<file path="src/hw/rtl/double_ended_queue_assert.svh">
// ----------------------------------------------------------------------------
// double_ended_queue_assert.svh
// Assertion macros used by the deque top level.
// ----------------------------------------------------------------------------
`ifndef DOUBLE_ENDED_QUEUE_ASSERT_SVH
`define DOUBLE_ENDED_QUEUE_ASSERT_SVH

// Plain check on clk, masked during reset.
`define DEQ_ASSERT(label, prop, msg) \
  label: assert property (@(posedge clk) disable iff (!rst_n) prop) else $error(msg);

// Same check, also evaluated while reset is held.
`define DEQ_ASSERT_ALWAYS(label, prop, msg) \
  label: assert property (@(posedge clk) prop) else $error(msg);

`endif

</file>
<file path="src/hw/rtl/deq_pkg.sv">
// ----------------------------------------------------------------------------
// deq_pkg
// Beat types and operation / status codes of the double-ended queue.
// ----------------------------------------------------------------------------
package deq_pkg;

  localparam int unsigned DATA_W   = 32;
  localparam int unsigned MODE_W   = 3;
  localparam int unsigned COUNT_W  = 5;
  localparam int unsigned STATUS_W = 2;

  localparam logic [MODE_W-1:0] MODE_PUSH_FRONT = 3'd0;
  localparam logic [MODE_W-1:0] MODE_PUSH_REAR  = 3'd1;
  localparam logic [MODE_W-1:0] MODE_POP_FRONT  = 3'd2;
  localparam logic [MODE_W-1:0] MODE_POP_REAR   = 3'd3;
  localparam logic [MODE_W-1:0] MODE_CLEAR      = 3'd4;

  localparam logic [STATUS_W-1:0] ST_OK        = 2'd0;
  localparam logic [STATUS_W-1:0] ST_OVERFLOW  = 2'd1;
  localparam logic [STATUS_W-1:0] ST_UNDERFLOW = 2'd2;

  typedef struct packed {
    logic [MODE_W-1:0]        mode;
    logic signed [DATA_W-1:0] data;
  } deq_in_t;

  typedef struct packed {
    logic signed [DATA_W-1:0] front_value;
    logic signed [DATA_W-1:0] rear_value;
    logic [COUNT_W-1:0]       count;
    logic [STATUS_W-1:0]      status;
  } deq_out_t;

endpackage

</file>
<file path="src/hw/rtl/deq_ram.sv">
// ----------------------------------------------------------------------------
// deq_ram
// Generic simple dual-port RAM: one write port, one read port, registered read.
// ----------------------------------------------------------------------------
module deq_ram #(
  parameter int unsigned WIDTH = 32,
  parameter int unsigned DEPTH = 16
) (
  input  logic                     clk,
  input  logic                     we,
  input  logic [$clog2(DEPTH)-1:0] waddr,
  input  logic [WIDTH-1:0]         wdata,
  input  logic [$clog2(DEPTH)-1:0] raddr,
  output logic [WIDTH-1:0]         rdata
);

  logic [WIDTH-1:0] mem [DEPTH];

  always_ff @(posedge clk) begin
    if (we) begin
      mem[waddr] <= wdata;
    end
    rdata <= mem[raddr];
  end

endmodule

</file>
<file path="src/hw/rtl/double_ended_queue.sv">
// Double-ended queue of signed 32-bit words in a circular buffer of DEPTH
// slots held in one RAM. Front and rear words are cached in registers, so
// pushes, clear, rejected operations and pops that empty the queue finish
// without a slot read. A pop that leaves entries behind must then refill
// the new front or rear word from the slot RAM, whose read is registered,
// and no new beat is taken while that read is outstanding. A one-entry
// skid stage behind the output register lets the next beat be taken while
// a result waits to be drained. No clearing pass is needed after reset.
// ----------------------------------------------------------------------------
// double_ended_queue
// Deque top level: pointer control, front/rear cache, slot RAM, output skid.
// ----------------------------------------------------------------------------
`include "double_ended_queue_assert.svh"

module double_ended_queue
  import deq_pkg::*;
#(
  parameter int unsigned DEPTH = 16
) (
  input  logic     clk,
  input  logic     rst_n,
  input  logic     in_valid,
  output logic     in_stall,
  input  deq_in_t  in_payload,
  output logic     out_valid,
  input  logic     out_stall,
  output deq_out_t out_payload
);

  localparam int unsigned AW = $clog2(DEPTH);
  localparam int unsigned CW = $clog2(DEPTH + 1);

  function automatic logic [AW-1:0] step_fwd(input logic [AW-1:0] i);
    return (i == AW'(DEPTH - 1)) ? '0 : AW'(i + 1'b1);
  endfunction

  function automatic logic [AW-1:0] step_back(input logic [AW-1:0] i);
    return (i == '0) ? AW'(DEPTH - 1) : AW'(i - 1'b1);
  endfunction

  logic [AW-1:0]            head_r, head_nxt;
  logic [AW-1:0]            tail_r, tail_nxt;
  logic [CW-1:0]            occ_r, occ_nxt;
  logic signed [DATA_W-1:0] front_r, front_nxt;
  logic signed [DATA_W-1:0] rear_r, rear_nxt;
  logic                     pend_r, pend_nxt;
  logic                     pfront_r, pfront_nxt;
  logic                     out_valid_r, hold_vld_r;
  deq_out_t                 out_r, hold_r;

  logic                     acc;
  logic                     out_free;
  logic                     new_vld;
  deq_out_t                 new_res;
  logic [STATUS_W-1:0]      status;
  logic                     we;
  logic [AW-1:0]            waddr, raddr;
  logic [DATA_W-1:0]        rdata;

  deq_ram #(
    .WIDTH (DATA_W),
    .DEPTH (DEPTH)
  ) u_slots (
    .clk   (clk),
    .we    (we),
    .waddr (waddr),
    .wdata (in_payload.data),
    .raddr (raddr),
    .rdata (rdata)
  );

  assign in_stall = pend_r || hold_vld_r;
  assign acc      = in_valid && !in_stall;
  assign out_free = !out_valid_r || !out_stall;

  always_comb begin
    head_nxt   = head_r;
    tail_nxt   = tail_r;
    occ_nxt    = occ_r;
    front_nxt  = front_r;
    rear_nxt   = rear_r;
    pend_nxt   = 1'b0;
    pfront_nxt = pfront_r;
    we         = 1'b0;
    waddr      = tail_r;
    raddr      = head_r;
    status     = ST_OK;
    new_vld    = 1'b0;

    if (pend_r) begin
      // refill the cached end from the slot read issued last cycle
      new_vld = 1'b1;
      if (pfront_r) begin
        front_nxt = rdata;
      end else begin
        rear_nxt = rdata;
      end
    end else if (acc) begin
      new_vld = 1'b1;
      unique case (in_payload.mode)
        MODE_PUSH_FRONT: begin
          if (occ_r == CW'(DEPTH)) begin
            status = ST_OVERFLOW;
          end else begin
            head_nxt  = step_back(head_r);
            we        = 1'b1;
            waddr     = step_back(head_r);
            occ_nxt   = CW'(occ_r + 1'b1);
            front_nxt = in_payload.data;
            if (occ_r == '0) begin
              rear_nxt = in_payload.data;
            end
          end
        end
        MODE_PUSH_REAR: begin
          if (occ_r == CW'(DEPTH)) begin
            status = ST_OVERFLOW;
          end else begin
            tail_nxt = step_fwd(tail_r);
            we       = 1'b1;
            waddr    = tail_r;
            occ_nxt  = CW'(occ_r + 1'b1);
            rear_nxt = in_payload.data;
            if (occ_r == '0) begin
              front_nxt = in_payload.data;
            end
          end
        end
        MODE_POP_FRONT: begin
          if (occ_r == '0) begin
            status = ST_UNDERFLOW;
          end else begin
            head_nxt = step_fwd(head_r);
            occ_nxt  = CW'(occ_r - 1'b1);
            raddr    = step_fwd(head_r);
            if (occ_r != CW'(1)) begin
              pend_nxt   = 1'b1;
              pfront_nxt = 1'b1;
              new_vld    = 1'b0;
            end
          end
        end
        MODE_POP_REAR: begin
          if (occ_r == '0) begin
            status = ST_UNDERFLOW;
          end else begin
            tail_nxt = step_back(tail_r);
            occ_nxt  = CW'(occ_r - 1'b1);
            raddr    = step_back(step_back(tail_r));
            if (occ_r != CW'(1)) begin
              pend_nxt   = 1'b1;
              pfront_nxt = 1'b0;
              new_vld    = 1'b0;
            end
          end
        end
        MODE_CLEAR: begin
          head_nxt = '0;
          tail_nxt = '0;
          occ_nxt  = '0;
        end
        default: begin
        end
      endcase
    end

    new_res.front_value = (occ_nxt == '0) ? '1 : front_nxt;
    new_res.rear_value  = (occ_nxt == '0) ? '1 : rear_nxt;
    new_res.count       = COUNT_W'(occ_nxt);
    new_res.status      = status;
  end

  always_ff @(posedge clk) begin
    if (!rst_n) begin
      head_r      <= '0;
      tail_r      <= '0;
      occ_r       <= '0;
      pend_r      <= 1'b0;
      out_valid_r <= 1'b0;
      hold_vld_r  <= 1'b0;
    end else begin
      head_r <= head_nxt;
      tail_r <= tail_nxt;
      occ_r  <= occ_nxt;
      pend_r <= pend_nxt;
      if (out_free) begin
        out_valid_r <= hold_vld_r || new_vld;
        hold_vld_r  <= hold_vld_r && new_vld;
      end else if (new_vld) begin
        hold_vld_r <= 1'b1;
      end
    end
  end

  always_ff @(posedge clk) begin
    front_r  <= front_nxt;
    rear_r   <= rear_nxt;
    pfront_r <= pfront_nxt;
    if (out_free) begin
      out_r  <= hold_vld_r ? hold_r : new_res;
      hold_r <= new_res;
    end else if (new_vld) begin
      hold_r <= new_res;
    end
  end

  assign out_valid   = out_valid_r;
  assign out_payload = out_r;

  `DEQ_ASSERT(a_pend_one_cycle, pend_r |=> !pend_r, "slot read outstanding for more than one cycle")
  `DEQ_ASSERT(a_skid_behind_out, hold_vld_r |-> out_valid_r, "skid beat held with output empty")
  `DEQ_ASSERT(a_occ_bound, occ_r <= CW'(DEPTH), "occupancy exceeds depth")
  `DEQ_ASSERT(a_clear_empties, (acc && in_payload.mode == MODE_CLEAR) |=> (occ_r == '0 && head_r == '0 && tail_r == '0), "clear left entries behind")

endmodule
</file>
<file path="config.mk">
export PLATFORM = sky130hd
export DESIGN_NAME = double_ended_queue
export DESIGN_NICKNAME = d
export VERILOG_FILES = /design/src/hw/rtl/deq_pkg.sv /design/src/hw/rtl/deq_ram.sv /design/src/hw/rtl/double_ended_queue.sv
export VERILOG_INCLUDE_DIRS = /design/src /design/src/hw/rtl
export SDC_FILE = /design/constraint.sdc
export NUM_CORES = 1
export LEC_CHECK = 0
export BUFFER_PORTS_ARGS = -buffer_cell sky130_fd_sc_hd__buf_2
export CAP_MARGIN = 20
export CORE_ASPECT_RATIO = 2
export CORE_MARGIN = 8
export CORE_UTILIZATION = 50
export CTS_CLUSTER_SIZE = 12
export DETAILED_ROUTE_END_ITERATION = 8
export GPL_TIMING_DRIVEN = 0
export PLACE_DENSITY = 0.75
export SETUP_SLACK_MARGIN = 0.2
export SLEW_MARGIN = 40
export SYNTH_ARGS = -nofsm -noshare
export SYNTH_HDL_FRONTEND = slang
export SYNTH_SLANG_ARGS = --single-unit
</file>
<file path="constraint.sdc">
create_clock -name clk -period 3.72 [get_ports clk]
set_clock_uncertainty 0.2 [all_clocks]
set_input_delay 0.372 -clock clk [delete_from_list [all_inputs] [get_ports clk]]
set_output_delay 0.372 -clock clk [all_outputs]
set_load 0.01 [all_outputs]
</file>
* After elaboration in Yosys (flattened, before gate mapping)
Memories as Yosys holds them, arrays and structs flattened. A register that Yosys moved wholly into a read port is not among the register bits.
Cells that the tools add are included.
** Word-level totals
- Register bits :: 223
- Bits in writable memories :: 512
- Input bits :: 39
- Output and inout bits :: 73
- Word-level logic and storage cells :: 134
- Memories :: 1
** Memory list
- u_slots.mem :: words 16, bits a word 32, read ports 1, clocked after Yosys merged registers in 1, write ports 1, line deq_ram.sv:17 : logic [WIDTH-1:0] mem [DEPTH];
** Operators by class
- $add $sub $neg :: 7
- Equal/unequal tests :: 14
- Muxes and demuxes :: 67
- Bitwise logic cells :: 4
- Reductions and logical operators :: 24
** Operators by type and width (number)
- $mux W32 :: 14
- $mux W71 :: 3
- $pmux W32 S2 :: 2
- $mux W4 :: 16
- $pmux W4 S3 :: 2
- $mux W5 :: 4
- $mux W1 :: 19
- $pmux W5 S3 :: 1
- $logic_not A4 Y1 :: 3
- $ne A2 B2 Y1 const B :: 6
- $sub A4 B1 Y4 const B :: 3
- $logic_not A5 Y1 :: 2
- $add A4 B1 Y4 const B :: 2
- $eq A4 B4 Y1 const B :: 2
- $pmux W4 S2 :: 1
- $reduce_and A7 Y1 :: 1
- $eq A3 B2 Y1 const B :: 2
- $mux W2 :: 3
- $reduce_bool A3 Y1 :: 2
- $add A5 B1 Y5 const B :: 1
- $eq A5 B5 Y1 const B :: 1
- $ne A5 B1 Y1 const B :: 1
- $reduce_and A5 Y1 :: 1
- $reduce_or A5 Y1 :: 1
- other kinds (13) :: 23

* Depth between registers and ports, before layout
Gate-level depths: netlist of the first run.
- Depth in word-level cells :: 9
- Gate-level depth with buffers :: 13
- Depth with buffers taken out :: 9

* Cells and area by module
From an unflattened synthesis of the first run, not the netlist that was laid out.
** Unflattened totals
- Cell total of the unflattened synthesis :: 1739
- Area, all modules :: 30993.5 um^2
** Modules (own cells, without submodules)
- deq_ram :: times used 1, cells each 838, area an instance 19835.3 um^2, sequential area each 16015.4 um^2
- double_ended_queue :: times used 1, cells each 901, area an instance 11158.2 um^2, sequential area each 5895.7 um^2

* Least setup slack after synthesis of the first run
OpenSTA, ideal clock, no wires.
- Path kind :: register to register
- Start :: reg occ_r[0]
- End :: mem u_slots.mem[5][0], enable pin
- Setup time :: 0.421 ns
- Arrival time :: 3.337 ns
- Required time :: 3.099 ns
- Slack :: -0.238 ns
- Cell stages (with the launch flop) :: 10
- Buffers on the path :: 1
- Period minus slack after synthesis :: 3.958 ns
- Cells stage by stage :: dfxtp_1 inv_1 ha_1 nand4bb_1 clkbuf_1 nand3_1 nor2_1 mux2i_1 nand2_1 nor2_1
** Between the ends
- Word-level cells in the longest chain between the ends :: 7
- Elaborated cells on any way between the ends :: 11
- Classes of those cells :: eq/ne (1); mux (10)
** RTL lines
- start: declaration :: line double_ended_queue.sv:43 : logic [CW-1:0] occ_r, occ_nxt;
- start signal: assignment :: line double_ended_queue.sv:184 : occ_r <= occ_nxt;
- $eq A5 B5 Y1 * :: line double_ended_queue.sv:102, double_ended_queue.sv:116
- $mux W1 :: line double_ended_queue.sv:102, double_ended_queue.sv:116
- $mux W1
- $mux W1 :: line double_ended_queue.sv:98 : end else if (acc) begin
- $mux W1 :: line double_ended_queue.sv:90 : if (pend_r) begin
- $mux W1 :: line deq_ram.sv:20 : if (we) begin
- $mux W1 (implied by the code) :: line deq_ram.sv:21 : mem[waddr] <= wdata;
- end: declaration :: line deq_ram.sv:17
Mark *: on every way between the ends. The rest lies on a longest branch, timed or not.

* Final worst setup path of the first run
- Start :: reg pend_r
- End :: reg u_slots.rdata[6] (read register of u_slots.mem)
** Between the ends
- Word-level cells in the longest chain between the ends :: 5
** RTL lines
- start: declaration :: line double_ended_queue.sv:46 : logic pend_r, pend_nxt;
- start signal: assignment :: line double_ended_queue.sv:185 : pend_r <= pend_nxt;
- $logic_or A1 B1 Y1 :: line double_ended_queue.sv:72 : assign in_stall = pend_r || hold_vld_r;
- $logic_not A1 Y1 :: line double_ended_queue.sv:73 : assign acc = in_valid && !in_stall;
- $logic_and A1 B1 Y1 :: line double_ended_queue.sv:73
- $mux W4 :: line double_ended_queue.sv:98
- $mux W4 * :: line double_ended_queue.sv:90
- end: declaration :: line deq_ram.sv:14 : output logic [WIDTH-1:0] rdata
Marked as above.
A chain may end at the register's enable or synchronous reset.

==> results of run 1 <==
## worst register-to-register path, cell delays in order, from the launching register on
cell and delay [ns]:
dfxtp_1 0.30, clkbuf_1 0.23, or3b_2 0.60, nor3_4 0.32, nor2_1 0.13, a21oi_4 0.32, buf_4 0.30, buf_1 0.51
o211ai_1 0.28, nand4_1 0.22
## state kept, by name, indices dropped and copies added, names as in the netlist
| signal | cells |
|---|---|
| hold_vld_r | 1 |
| out_payload | 71 |
| rear_r | 32 |
| u_slots.mem | 512 |
| hold_r | 71 |
| front_r | 32 |
| pend_r | 1 |
| pfront_r | 1 |
| tail_r | 4 |
| out_valid | 1 |
| occ_r | 5 |
| head_r | 4 |
| u_slots.rdata | 32 |
## report_power, final
group	internal (mW)	switching, mW
registers	9.83	0.195
clock network	3.83	3.02
logic	0.727	1.39
total	14.4	4.61
## repair_timing
item / CTS / global route
pin swaps: 10 / 6
resized for setup: 49 / 42
setup buffers: 26 / 5
setup endpoints to repair: 604 / 558
endpoints found under the hold margin: 187 / 0
hold buffers: 18 / 0
## cells in the mapped netlist, drive strengths merged, types with 33 or more instances
library cell | n | area share [%]
nand4 | 33 | 0.65
mux2i | 195 | 6.1
nand3 | 138 | 2.2
o2111ai | 65 | 1.8
clkbuf | 78 | 0.92
buf | 88 | 1.6
a21oi | 91 | 1.9
nand2 | 663 | 7.8
nor2b | 68 | 1.3
edfxtp | 655 | 62
nand2b | 67 | 1.3
nor2 | 103 | 1.2
dfxtp | 112 | 7.0
o211ai | 66 | 1.6
## metal layers
layer	vias to the layer above	wire length, µm	GRT usage (%)
met5	-	0	0
met4	0	3430	10.2
li1	9710	-	-
met1	10134	30200	25.6
met2	1084	41400	38.2
met3	237	6220	3.62
## worst max path at each step
stage / to / depth (start not counted)
6_report: u_slots.rdata[6]$_DFF_P_ / 9
5_1_grt: u_slots.rdata[15]$_DFF_P_ / 12
3_3_place_gp: u_slots.mem[13][6]$_DFFE_PP_ / 10
4_1_cts: out_payload[10]$_DFFE_PP_ / 11
2_1_floorplan: u_slots.mem[5][0]$_DFFE_PP_ / 9
3_5_place_dp: u_slots.rdata[10]$_DFF_P_ / 11
## kinds of logic after synthesis
family / count (synthesis) / share of synthesized area, %
AND/OR/NAND/NOR: 1106 / 15.2
flip-flops: 767 / 68.6
AO/OA/AOI/OAI: 282 / 6.69
multiplexers: 199 / 6.25
buffers and inverters: 180 / 2.71
adder cells (fa/ha/maj): 11 / 0.431
XOR/XNOR: 3 / 0.0823
## layout make-up
type / instances / area [µm²]
inverter: 14 / 55.1
clock inverter: 4 / 26.3
clock buffer: 113 / 2080
buffer: 166 / 888
sequential: 767 / 21900
fill: 4834 / 26500
multi-input combinational: 1601 / 9450
timing repair buffer: 187 / 1470
tap: 798 / 998
## cells in the final DEF, fill, tap and decap left out, drive strengths merged, types with 3 or more instances in the layout
cell	Yosys	routed
nand2	663	663
edfxtp	655	655
buf	88	255
mux2i	195	195
clkbuf	78	193
nand3	138	138
dfxtp	112	112
nor2	103	103
a21oi	91	91
nor2b	68	68
nand2b	67	67
o211ai	66	66
o2111ai	65	65
nand4	33	33
dlygate4sd3	0	18
o21ai	18	18
inv	14	16
and2	12	12
ha	11	11
a21o	7	7
nor3	6	6
or2	5	5
o31a	4	4
mux2	4	4
a31oi	4	4
o21a	3	3
a32oi	3	3
## stage by stage
stage               setup slack, ns  instances  hold slack (ns)
finish                        0.225       3650           0.0290
floorplan                    -0.238       2548            0.271
detailed placement           -0.510       3484            0.319
CTS                           0.158       3645        0.0000379
global placement              -1.87       3457            0.307
global route                  0.153       3650           0.0204
==> impl_metrics.py, run 1 <==
metrics = {
    "setup_path": {
        "crit_path_start_kind": "register",
        "cp.arrival_ns": 3.80,
        "ff2ff_setup_slack_ns": 0.22,
        "startpoint": "pend_r$_SDFF_PP0_",
        "slowest_stage": "or3b_2",
        "crit_required_ns": 4.03,
        "reg2reg_to": "u_slots.rdata[6]$_DFF_P_",
        "path_cells": "clkbuf_1, or3b_2, nor3_4, nor2_1, a21oi_4, buf_4, buf_1, o211ai_1, nand4_1",
        "path_buf_inv": 3,
        "path_delay_family": "simple AND/OR/NAND/NOR gates",
        "worst_setup_path_end_kind": "register",
        "cp_max_fo": 10,
        "reg2reg_depth": 9,
        "setup.worst_path.class": "reg2reg",
        "r2r-start": "pend_r$_SDFF_PP0_",
        "slowest_delay_ns": 0.60,
    },
    "timing": {
        "drv_slew": 0,
        "hold_viol": 0,
        "fin_crit_sh_pct": 94.0,
        "period_minus_slack_ns": 3.50,
        "rsz0062_at_grt": "true",
        "tightestPinTransition_ns": 0.860,
        "relSlewSlack_pct": 42.7,
        "fmax_ghz": 0.286,
        "setup_tns_ns": 0,
        "setup_violations": 0,
    },
    "floorplanning": {
        "core_um2": 63400,
        "start_util_pct": 50.3,
        "num_io_pins": 112,
        "die_y_um": 373,
        "num_rows": 131,
        "die_area_um2": 72700,
        "die_x_um": 195,
    },
    "route": {
        "drt_iter0_markers": 2371,
        "wl_per_cell_um": 22.3,
        "ant_nets": 0,
        "vias": 21165,
        "via_per_inst": 5.80,
        "drc": 0,
        "firstDrtPassIters": 7,
        "wirelength_um": 81200,
    },
    "hold_path": {
        "hold_path_class": "in2reg",
        "holdPathEnd": "u_slots.mem[11][8]$_DFFE_PP_",
        "hold_depth": 1,
        "hp-start": "in_payload[8]",
    },
    "clock_tree": {
        "cts-root-buf": "clkbuf_16",
        "clkTransAtPathRegs_ns": 0.06,
        "numCtsBuffers": 74,
        "cts_tree": "done",
        "clk_path_buf_depth": 3,
        "h-tree-depth": 3,
        "cts.sinks": 767,
        "clk_latency_ns": 0.60,
    },
    "synthesis": {
        "syn_area_um2": 31900,
        "ys_types": 64,
        "ys_seq_area_share_pct": 68.6,
        "async_reset_ff_share_pct": 0,
        "ys.flop_type": "edfxtp_1",
        "yosysWarnings": 0,
        "netlist_instances": 2548,
        "synth_nets": 2598,
        "yosys_register_bits": 767,
        "synth-edff-count": 655,
        "avgSynthCellArea_um2": 12.5,
    },
    "global_route": {
        "grt_max_degree": 72,
        "gr-total-overflow": 0,
        "grt_pass1_vias": 21607,
        "grt_pass1_wl_um": 123000,
        "antenna_found_initial": 0,
        "groute.usage.overall_pct": 21.7,
    },
    "job": {
        "drv_cap": 0,
    },
    "cells_and_area": {
        "drive_gt1_share_pct": 16.0,
        "fin_util_pct": 58.1,
        "diodes": 0,
        "fin_area_um2": 36900,
        "area_growth_pct": 15.5,
        "final_nets": 2861,
    },
    "pwr": {
        "irDropWorstVdd_mv": 0.464,
        "p_total_mw": 19.0,
        "p_per_area_nw_per_um2": 515,
        "p_leak_nw": 12.8,
    },
    "placement": {
        "place_area_um2": 34100,
        "place_congestion": 0.859,
        "hpwl_um": 55900,
        "io_buffers": 111,
    },
    "run_status": {
        "status": "finished clean",
    },
}
No activity file was read; power rests on OpenSTA's default activity.
==> inputs of run 2 (changes only) <==
--- a/config.mk
+++ b/config.mk
@@ -14,7 +14,7 @@
 export CTS_CLUSTER_SIZE = 12
 export DETAILED_ROUTE_END_ITERATION = 8
 export GPL_TIMING_DRIVEN = 0
-export PLACE_DENSITY = 0.75
+export PLACE_DENSITY = 0.69
 export SETUP_SLACK_MARGIN = 0.2
 export SLEW_MARGIN = 40
 export SYNTH_ARGS = -nofsm -noshare
==> run 2 against run 1 <==
Against the previous run:
- clock power rose by 4.4%
- core utilization rose by 0.44 points
- combinational power barely moved
- global-route usage rose by 0.077 points
- sequential share of layout area fell by 0.44 points
- non-clock buffer count rose by 13
- sequential power barely moved
- worst hold slack got worse by 0.0098 ns
- register-to-register slack improved by 0.06 ns
- worst setup slack improved by 0.061 ns
- critical endpoint is now u_slots.rdata[27]$_DFF_P_
- final cell count rose by 0.30%
- die area did not move
==> impl_metrics.py, run 2 (synthesis results as in run 1) <==
metrics = {
    "floorplanning": {
        "die_area_um2": 72700,
        "die_y_um": 373,
        "core_um2": 63400,
        "start_util_pct": 50.3,
        "num_rows": 131,
        "num_io_pins": 112,
        "die_x_um": 195,
    },
    "global_route": {
        "antenna_found_initial": 2,
        "groute.usage.overall_pct": 21.8,
        "grt_pass1_vias": 21215,
        "gr-total-overflow": 0,
        "grt_max_degree": 72,
        "grt_pass1_wl_um": 123000,
    },
    "clock_tree": {
        "h-tree-depth": 3,
        "numCtsBuffers": 75,
        "cts_tree": "done",
        "clkTransAtPathRegs_ns": 0.06,
        "cts.sinks": 767,
        "cts-root-buf": "clkbuf_16",
        "clk_path_buf_depth": 3,
        "clk_latency_ns": 0.61,
    },
    "placement": {
        "dp_cells": 3484,
        "io_buffers": 111,
        "hpwl_um": 56600,
        "place_ws_ns": -0.572,
        "place_area_um2": 34200,
        "place_congestion": 0.862,
    },
    "cells_and_area": {
        "area_growth_pct": 16.4,
        "fillers": 4921,
        "final_nets": 2875,
        "final_common_cell": "nand2_1",
        "top_register": "u_slots.mem",
        "final_cells": 3661,
        "largest_reg_flops": 512,
        "drive_gt1_share_pct": 16.4,
        "fin_area_um2": 37200,
        "final_cell_mix": "658 x nand2_1, 655 x edfxtp_1, 194 x mux2i_1",
        "fin_util_pct": 58.6,
    },
    "timing": {
        "hold_slack_ns": 0.0192,
        "setup_slack_ns": 0.286,
        "setup_tns_ns": 0,
        "period_minus_slack_ns": 3.43,
        "hold_viol": 0,
        "drv_slew": 0,
        "setup_violations": 0,
        "tightestPinTransition_ns": 0.859,
        "relSlewSlack_pct": 42.7,
        "rsz0062_at_grt": "true",
        "fmax_ghz": 0.291,
        "fin_crit_sh_pct": 92.3,
    },
    "job": {
        "drv_cap": 0,
    },
    "setup_path": {
        "r2r-start": "occ_r[1]$_SDFF_PN0_",
        "reg2reg_depth": 12,
        "cp_max_fo": 10,
        "crit_path_start_kind": "register",
        "worst_setup_path_end_kind": "register",
        "reg2reg_to": "u_slots.rdata[27]$_DFF_P_",
        "setup.worst_path.class": "reg2reg",
        "crit_required_ns": 3.93,
        "ff2ff_setup_slack_ns": 0.29,
        "cp.arrival_ns": 3.65,
    },
    "pwr": {
        "p_per_area_nw_per_um2": 518,
        "irDropWorstVdd_mv": 0.508,
        "p_leak_nw": 13.0,
        "p_total_mw": 19.3,
    },
    "hold_path": {
        "hold_path_class": "in2reg",
        "hp-start": "in_payload[6]",
        "holdPathEnd": "u_slots.mem[10][6]$_DFFE_PP_",
        "hold_depth": 1,
    },
    "route": {
        "drt_iter0_markers": 1793,
        "firstDrtPassIters": 6,
        "wirelength_um": 80500,
        "via_per_inst": 5.68,
        "vias": 20793,
        "drc": 0,
        "wl_per_cell_um": 22.0,
        "ant_nets": 0,
    },
    "run_status": {
        "status": "finished clean",
    },
}
[run 2: cell types whose count changed in the layout (fill, tap and decap cells not counted), sizes merged]
cell and delta:
dlygate4sd3 +10, buf -2, bufinv +2, diode +1
[run 2: area by class of cell]
type                    count  area, µm²  share of cell area (%)
flip-flops and latches    767      21900                    59.0
multi-input cells        1601       9440                    25.4
clock buffers             108       2090                    5.61
repair buffers            200       1650                    4.45
well taps                 798        998                    2.69
plain buffers             166        893                    2.40
clock inverters             6        124                   0.333
inverters                  14       55.1                   0.148
diodes                      1       2.50                 0.00673
[run 2: how the worst max path moves through the flow]
stage | from | to | cells past startpoint
final | occ_r[1]$_SDFF_PN0_ | u_slots.rdata[27]$_DFF_P_ | 12
after global routing | occ_r[1]$_SDFF_PN0_ | u_slots.rdata[29]$_DFF_P_ | 12
after CTS | occ_r[0]$_SDFF_PN0_ | u_slots.rdata[18]$_DFF_P_ | 11
after detailed placement | pend_r$_SDFF_PP0_ | u_slots.rdata[10]$_DFF_P_ | 10
after global placement | occ_r[0]$_SDFF_PN0_ | u_slots.mem[13][9]$_DFFE_PP_ | 10
after floorplan | occ_r[0]$_SDFF_PN0_ | u_slots.mem[5][0]$_DFFE_PP_ | 9
[run 2: routing by layer]
layer / wire length [µm] / vias to the layer above / GRT usage, %
li1: - / 9721 / -
met1: 30300 / 9953 / 25.2
met2: 41400 / 937 / 39.2
met3: 5660 / 182 / 3.65
met4: 3040 / 0 / 9.54
met5: 0 / - / 0
[run 2: where the power goes]
group          total (mW)  internal (mW)  switching (mW)  leakage (nW)
clock                7.15           4.02            3.13          1.07
sequential           10.0           9.83           0.188          6.82
combinational        2.10          0.729            1.37          5.11
[run 2: what timing repair did]
| item | CTS | global route |
|---|---|---|
| setup endpoints to repair | 638 | 582 |
| hold buffers | 28 | 0 |
| pin swaps | 8 | 9 |
| endpoints found under the hold margin | 381 | 0 |
| gates resized for setup | 41 | 55 |
| buffers inserted | 21 | 13 |
[run 2: critical path, stage by stage (launching register included)]
cell and delay [ns]:
dfxtp_1 0.36, inv_1 0.12, ha_2 0.24, or4b_4 0.47, buf_6 0.16, a31oi_2 0.30
a31oi_4 0.12, buf_2 0.28, buf_2 0.25, nand2_1 0.09, nand2_1 0.06, o2111ai_1 0.30
nand4_1 0.27
==> inputs of run 3 (changes only) <==
--- a/config.mk
+++ b/config.mk
@@ -10,11 +10,10 @@
 export CAP_MARGIN = 20
 export CORE_ASPECT_RATIO = 2
 export CORE_MARGIN = 8
-export CORE_UTILIZATION = 50
+export CORE_UTILIZATION = 45
 export CTS_CLUSTER_SIZE = 12
 export DETAILED_ROUTE_END_ITERATION = 8
 export GPL_TIMING_DRIVEN = 0
-export PLACE_DENSITY = 0.69
 export SETUP_SLACK_MARGIN = 0.2
 export SLEW_MARGIN = 40
 export SYNTH_ARGS = -nofsm -noshare
==> run 3 against run 2 <==
Against the previous run:
- combinational power barely moved
- count of clock-buffer cells in the layout fell by 4
- first-iteration DRC count fell by 14%
- final area rose by 0.72%
- via count fell by 1.4%
- worst setup slack got worse by 0.085 ns
- maximum frequency fell by 2.4%
- global-route usage fell by 0.95 points
- critical endpoint is now u_slots.rdata[29]$_DFF_P_
==> impl_metrics.py, run 3 (synthesis results as in run 1) <==
metrics = {
    "cells_and_area": {
        "fin_util_pct": 53.1,
        "largest_reg_flops": 512,
        "drive_gt1_share_pct": 16.8,
        "final_cell_mix": "656 x nand2_1, 655 x edfxtp_1, 194 x mux2i_1",
        "final_nets": 2887,
        "final_common_cell": "nand2_1",
        "fin_area_um2": 37400,
        "area_growth_pct": 17.2,
        "top_register": "u_slots.mem",
    },
    "route": {
        "wl_per_cell_um": 22.2,
        "via_per_inst": 5.41,
        "drt_iter0_markers": 1548,
        "drc": 0,
        "ant_nets": 0,
        "firstDrtPassIters": 6,
        "vias": 20506,
        "wirelength_um": 84100,
    },
    "floorplanning": {
        "die_area_um2": 80300,
        "die_x_um": 204,
        "core_um2": 70400,
        "start_util_pct": 45.3,
        "num_rows": 138,
        "num_io_pins": 112,
        "die_y_um": 393,
    },
    "setup_path": {
        "crit_end": "u_slots.rdata[29]$_DFF_P_",
        "cp_max_fo": 10,
        "r2r-start": "pend_r$_SDFF_PP0_",
        "reg2reg_depth": 10,
        "slowest_stage": "or3b_2",
        "crit_path_start_kind": "register",
        "worst_setup_path_end_kind": "register",
        "startpoint": "pend_r$_SDFF_PP0_",
        "slowest_delay_ns": 0.64,
        "reg2reg_to": "u_slots.rdata[29]$_DFF_P_",
        "setup.worst_path.class": "reg2reg",
        "cp.arrival_ns": 3.77,
        "path_cells": "clkbuf_1, or3b_2, nor3_4, nor2_1, a21oi_4, buf_2, clkbuf_2, nand3_1, o2111ai_1, nand4_1",
        "ff2ff_setup_slack_ns": 0.20,
        "crit_required_ns": 3.97,
    },
    "pwr": {
        "p_leak_nw": 13.0,
        "p_per_area_nw_per_um2": 507,
        "irDropWorstVdd_mv": 0.565,
    },
    "timing": {
        "period_minus_slack_ns": 3.52,
        "hold_viol": 0,
        "relSlewSlack_pct": 45.9,
        "rsz0062_at_grt": "false",
        "fmax_ghz": 0.284,
        "setup_violations": 0,
        "drv_slew": 0,
        "fin_crit_sh_pct": 94.6,
        "setup_tns_ns": 0,
        "tightestPinTransition_ns": 0.812,
    },
    "run_status": {
        "status": "finished clean",
    },
    "placement": {
        "place_congestion": 0.862,
        "place_area_um2": 34400,
        "io_buffers": 111,
        "hpwl_um": 60700,
    },
    "clock_tree": {
        "cts-root-buf": "clkbuf_16",
        "cts.sinks": 767,
        "h-tree-depth": 3,
        "clk_latency_ns": 0.63,
        "clk_path_buf_depth": 3,
        "clkTransAtPathRegs_ns": 0.06,
        "cts_tree": "done",
        "numCtsBuffers": 75,
    },
    "hold_path": {
        "hold_path_class": "in2reg",
        "hold_depth": 3,
    },
    "global_route": {
        "groute.usage.overall_pct": 20.9,
        "grt_max_degree": 66,
        "grt_pass1_vias": 21021,
        "gr-total-overflow": 0,
        "grt_pass1_wl_um": 126000,
        "antenna_found_initial": 1,
    },
    "job": {
        "drv_cap": 0,
    },
}
run 3: worst max-delay path, delay by kind of cell (launching register included):
kind | cells | cell delay, ns
and+or+nand+nor | 5 | 1.41
DFF | 1 | 0.29
buffers and inverters | 3 | 0.95
AOI/OAI and AO/OA | 2 | 0.48
run 3: report_power, final:
part | internal (mW) | switching, mW | leakage, nW
logic | 0.736 | 1.38 | 5.21
clock network | 3.75 | 3.09 | 1.01
registers | 9.83 | 0.189 | 6.82
run 3: area by class of cell:
type | instances | area, µm²
clock inverters | 12 | 88.8
multi-input cells | 1601 | 9450
well taps | 910 | 1140
clock buffers | 104 | 2010
fillers | 6007 | 33000
inverters | 14 | 55.1
repair buffers | 212 | 1870
diodes | 2 | 5.00
plain buffers | 166 | 897
flip-flops and latches | 767 | 21900
run 3: metal layers:
layer / up-vias / GRT usage (%) / part of all wire [%]
li1: 9762 / - / -
met1: 9864 / 24.0 / 38
met2: 699 / 37.6 / 52
met3: 179 / 3.31 / 5.7
met4: 2 / 9.23 / 4.0
met5: - / 0 / 0.013
run 3: metrics by stage:
step / hold slack [ns] / setup slack (ns) / power, mW / cells
after floorplan: 0.271 / -0.238 / 11.4 / 2548
after global placement: 0.313 / -2.19 / 12.2 / 3569
after detailed placement: 0.321 / -0.708 / 12.2 / 3605
after CTS: 0.159 / 0.00200 / 19.1 / 3767
after global routing: 0.186 / 0.194 / 19.7 / 3786
final: 0.200 / 0.201 / 19.0 / 3788
run 3: timing repair:
action | in CTS | in global routing
pin swaps | 7 | 11
resized for setup | 56 | 40
buffers inserted | 13 | 19
hold buffers | 33 | 0
hold endpoints to repair | 518 | 0
setup endpoints to repair | 605 | 662
run 3: worst min path at each step:
stage | start | end | slack, ns
after floorplan | in_payload[0] | u_slots.mem[0][0]$_DFFE_PP_ | 0.27
after global placement | hold_r[1]$_DFFE_PP_ | out_payload[1]$_DFFE_PP_ | 0.31
after detailed placement | hold_r[1]$_DFFE_PP_ | out_payload[1]$_DFFE_PP_ | 0.32
after CTS | out_stall | hold_r[6]$_DFFE_PP_ | 0.16
after global routing | out_stall | hold_r[6]$_DFFE_PP_ | 0.19
final | out_stall | hold_r[6]$_DFFE_PP_ | 0.20
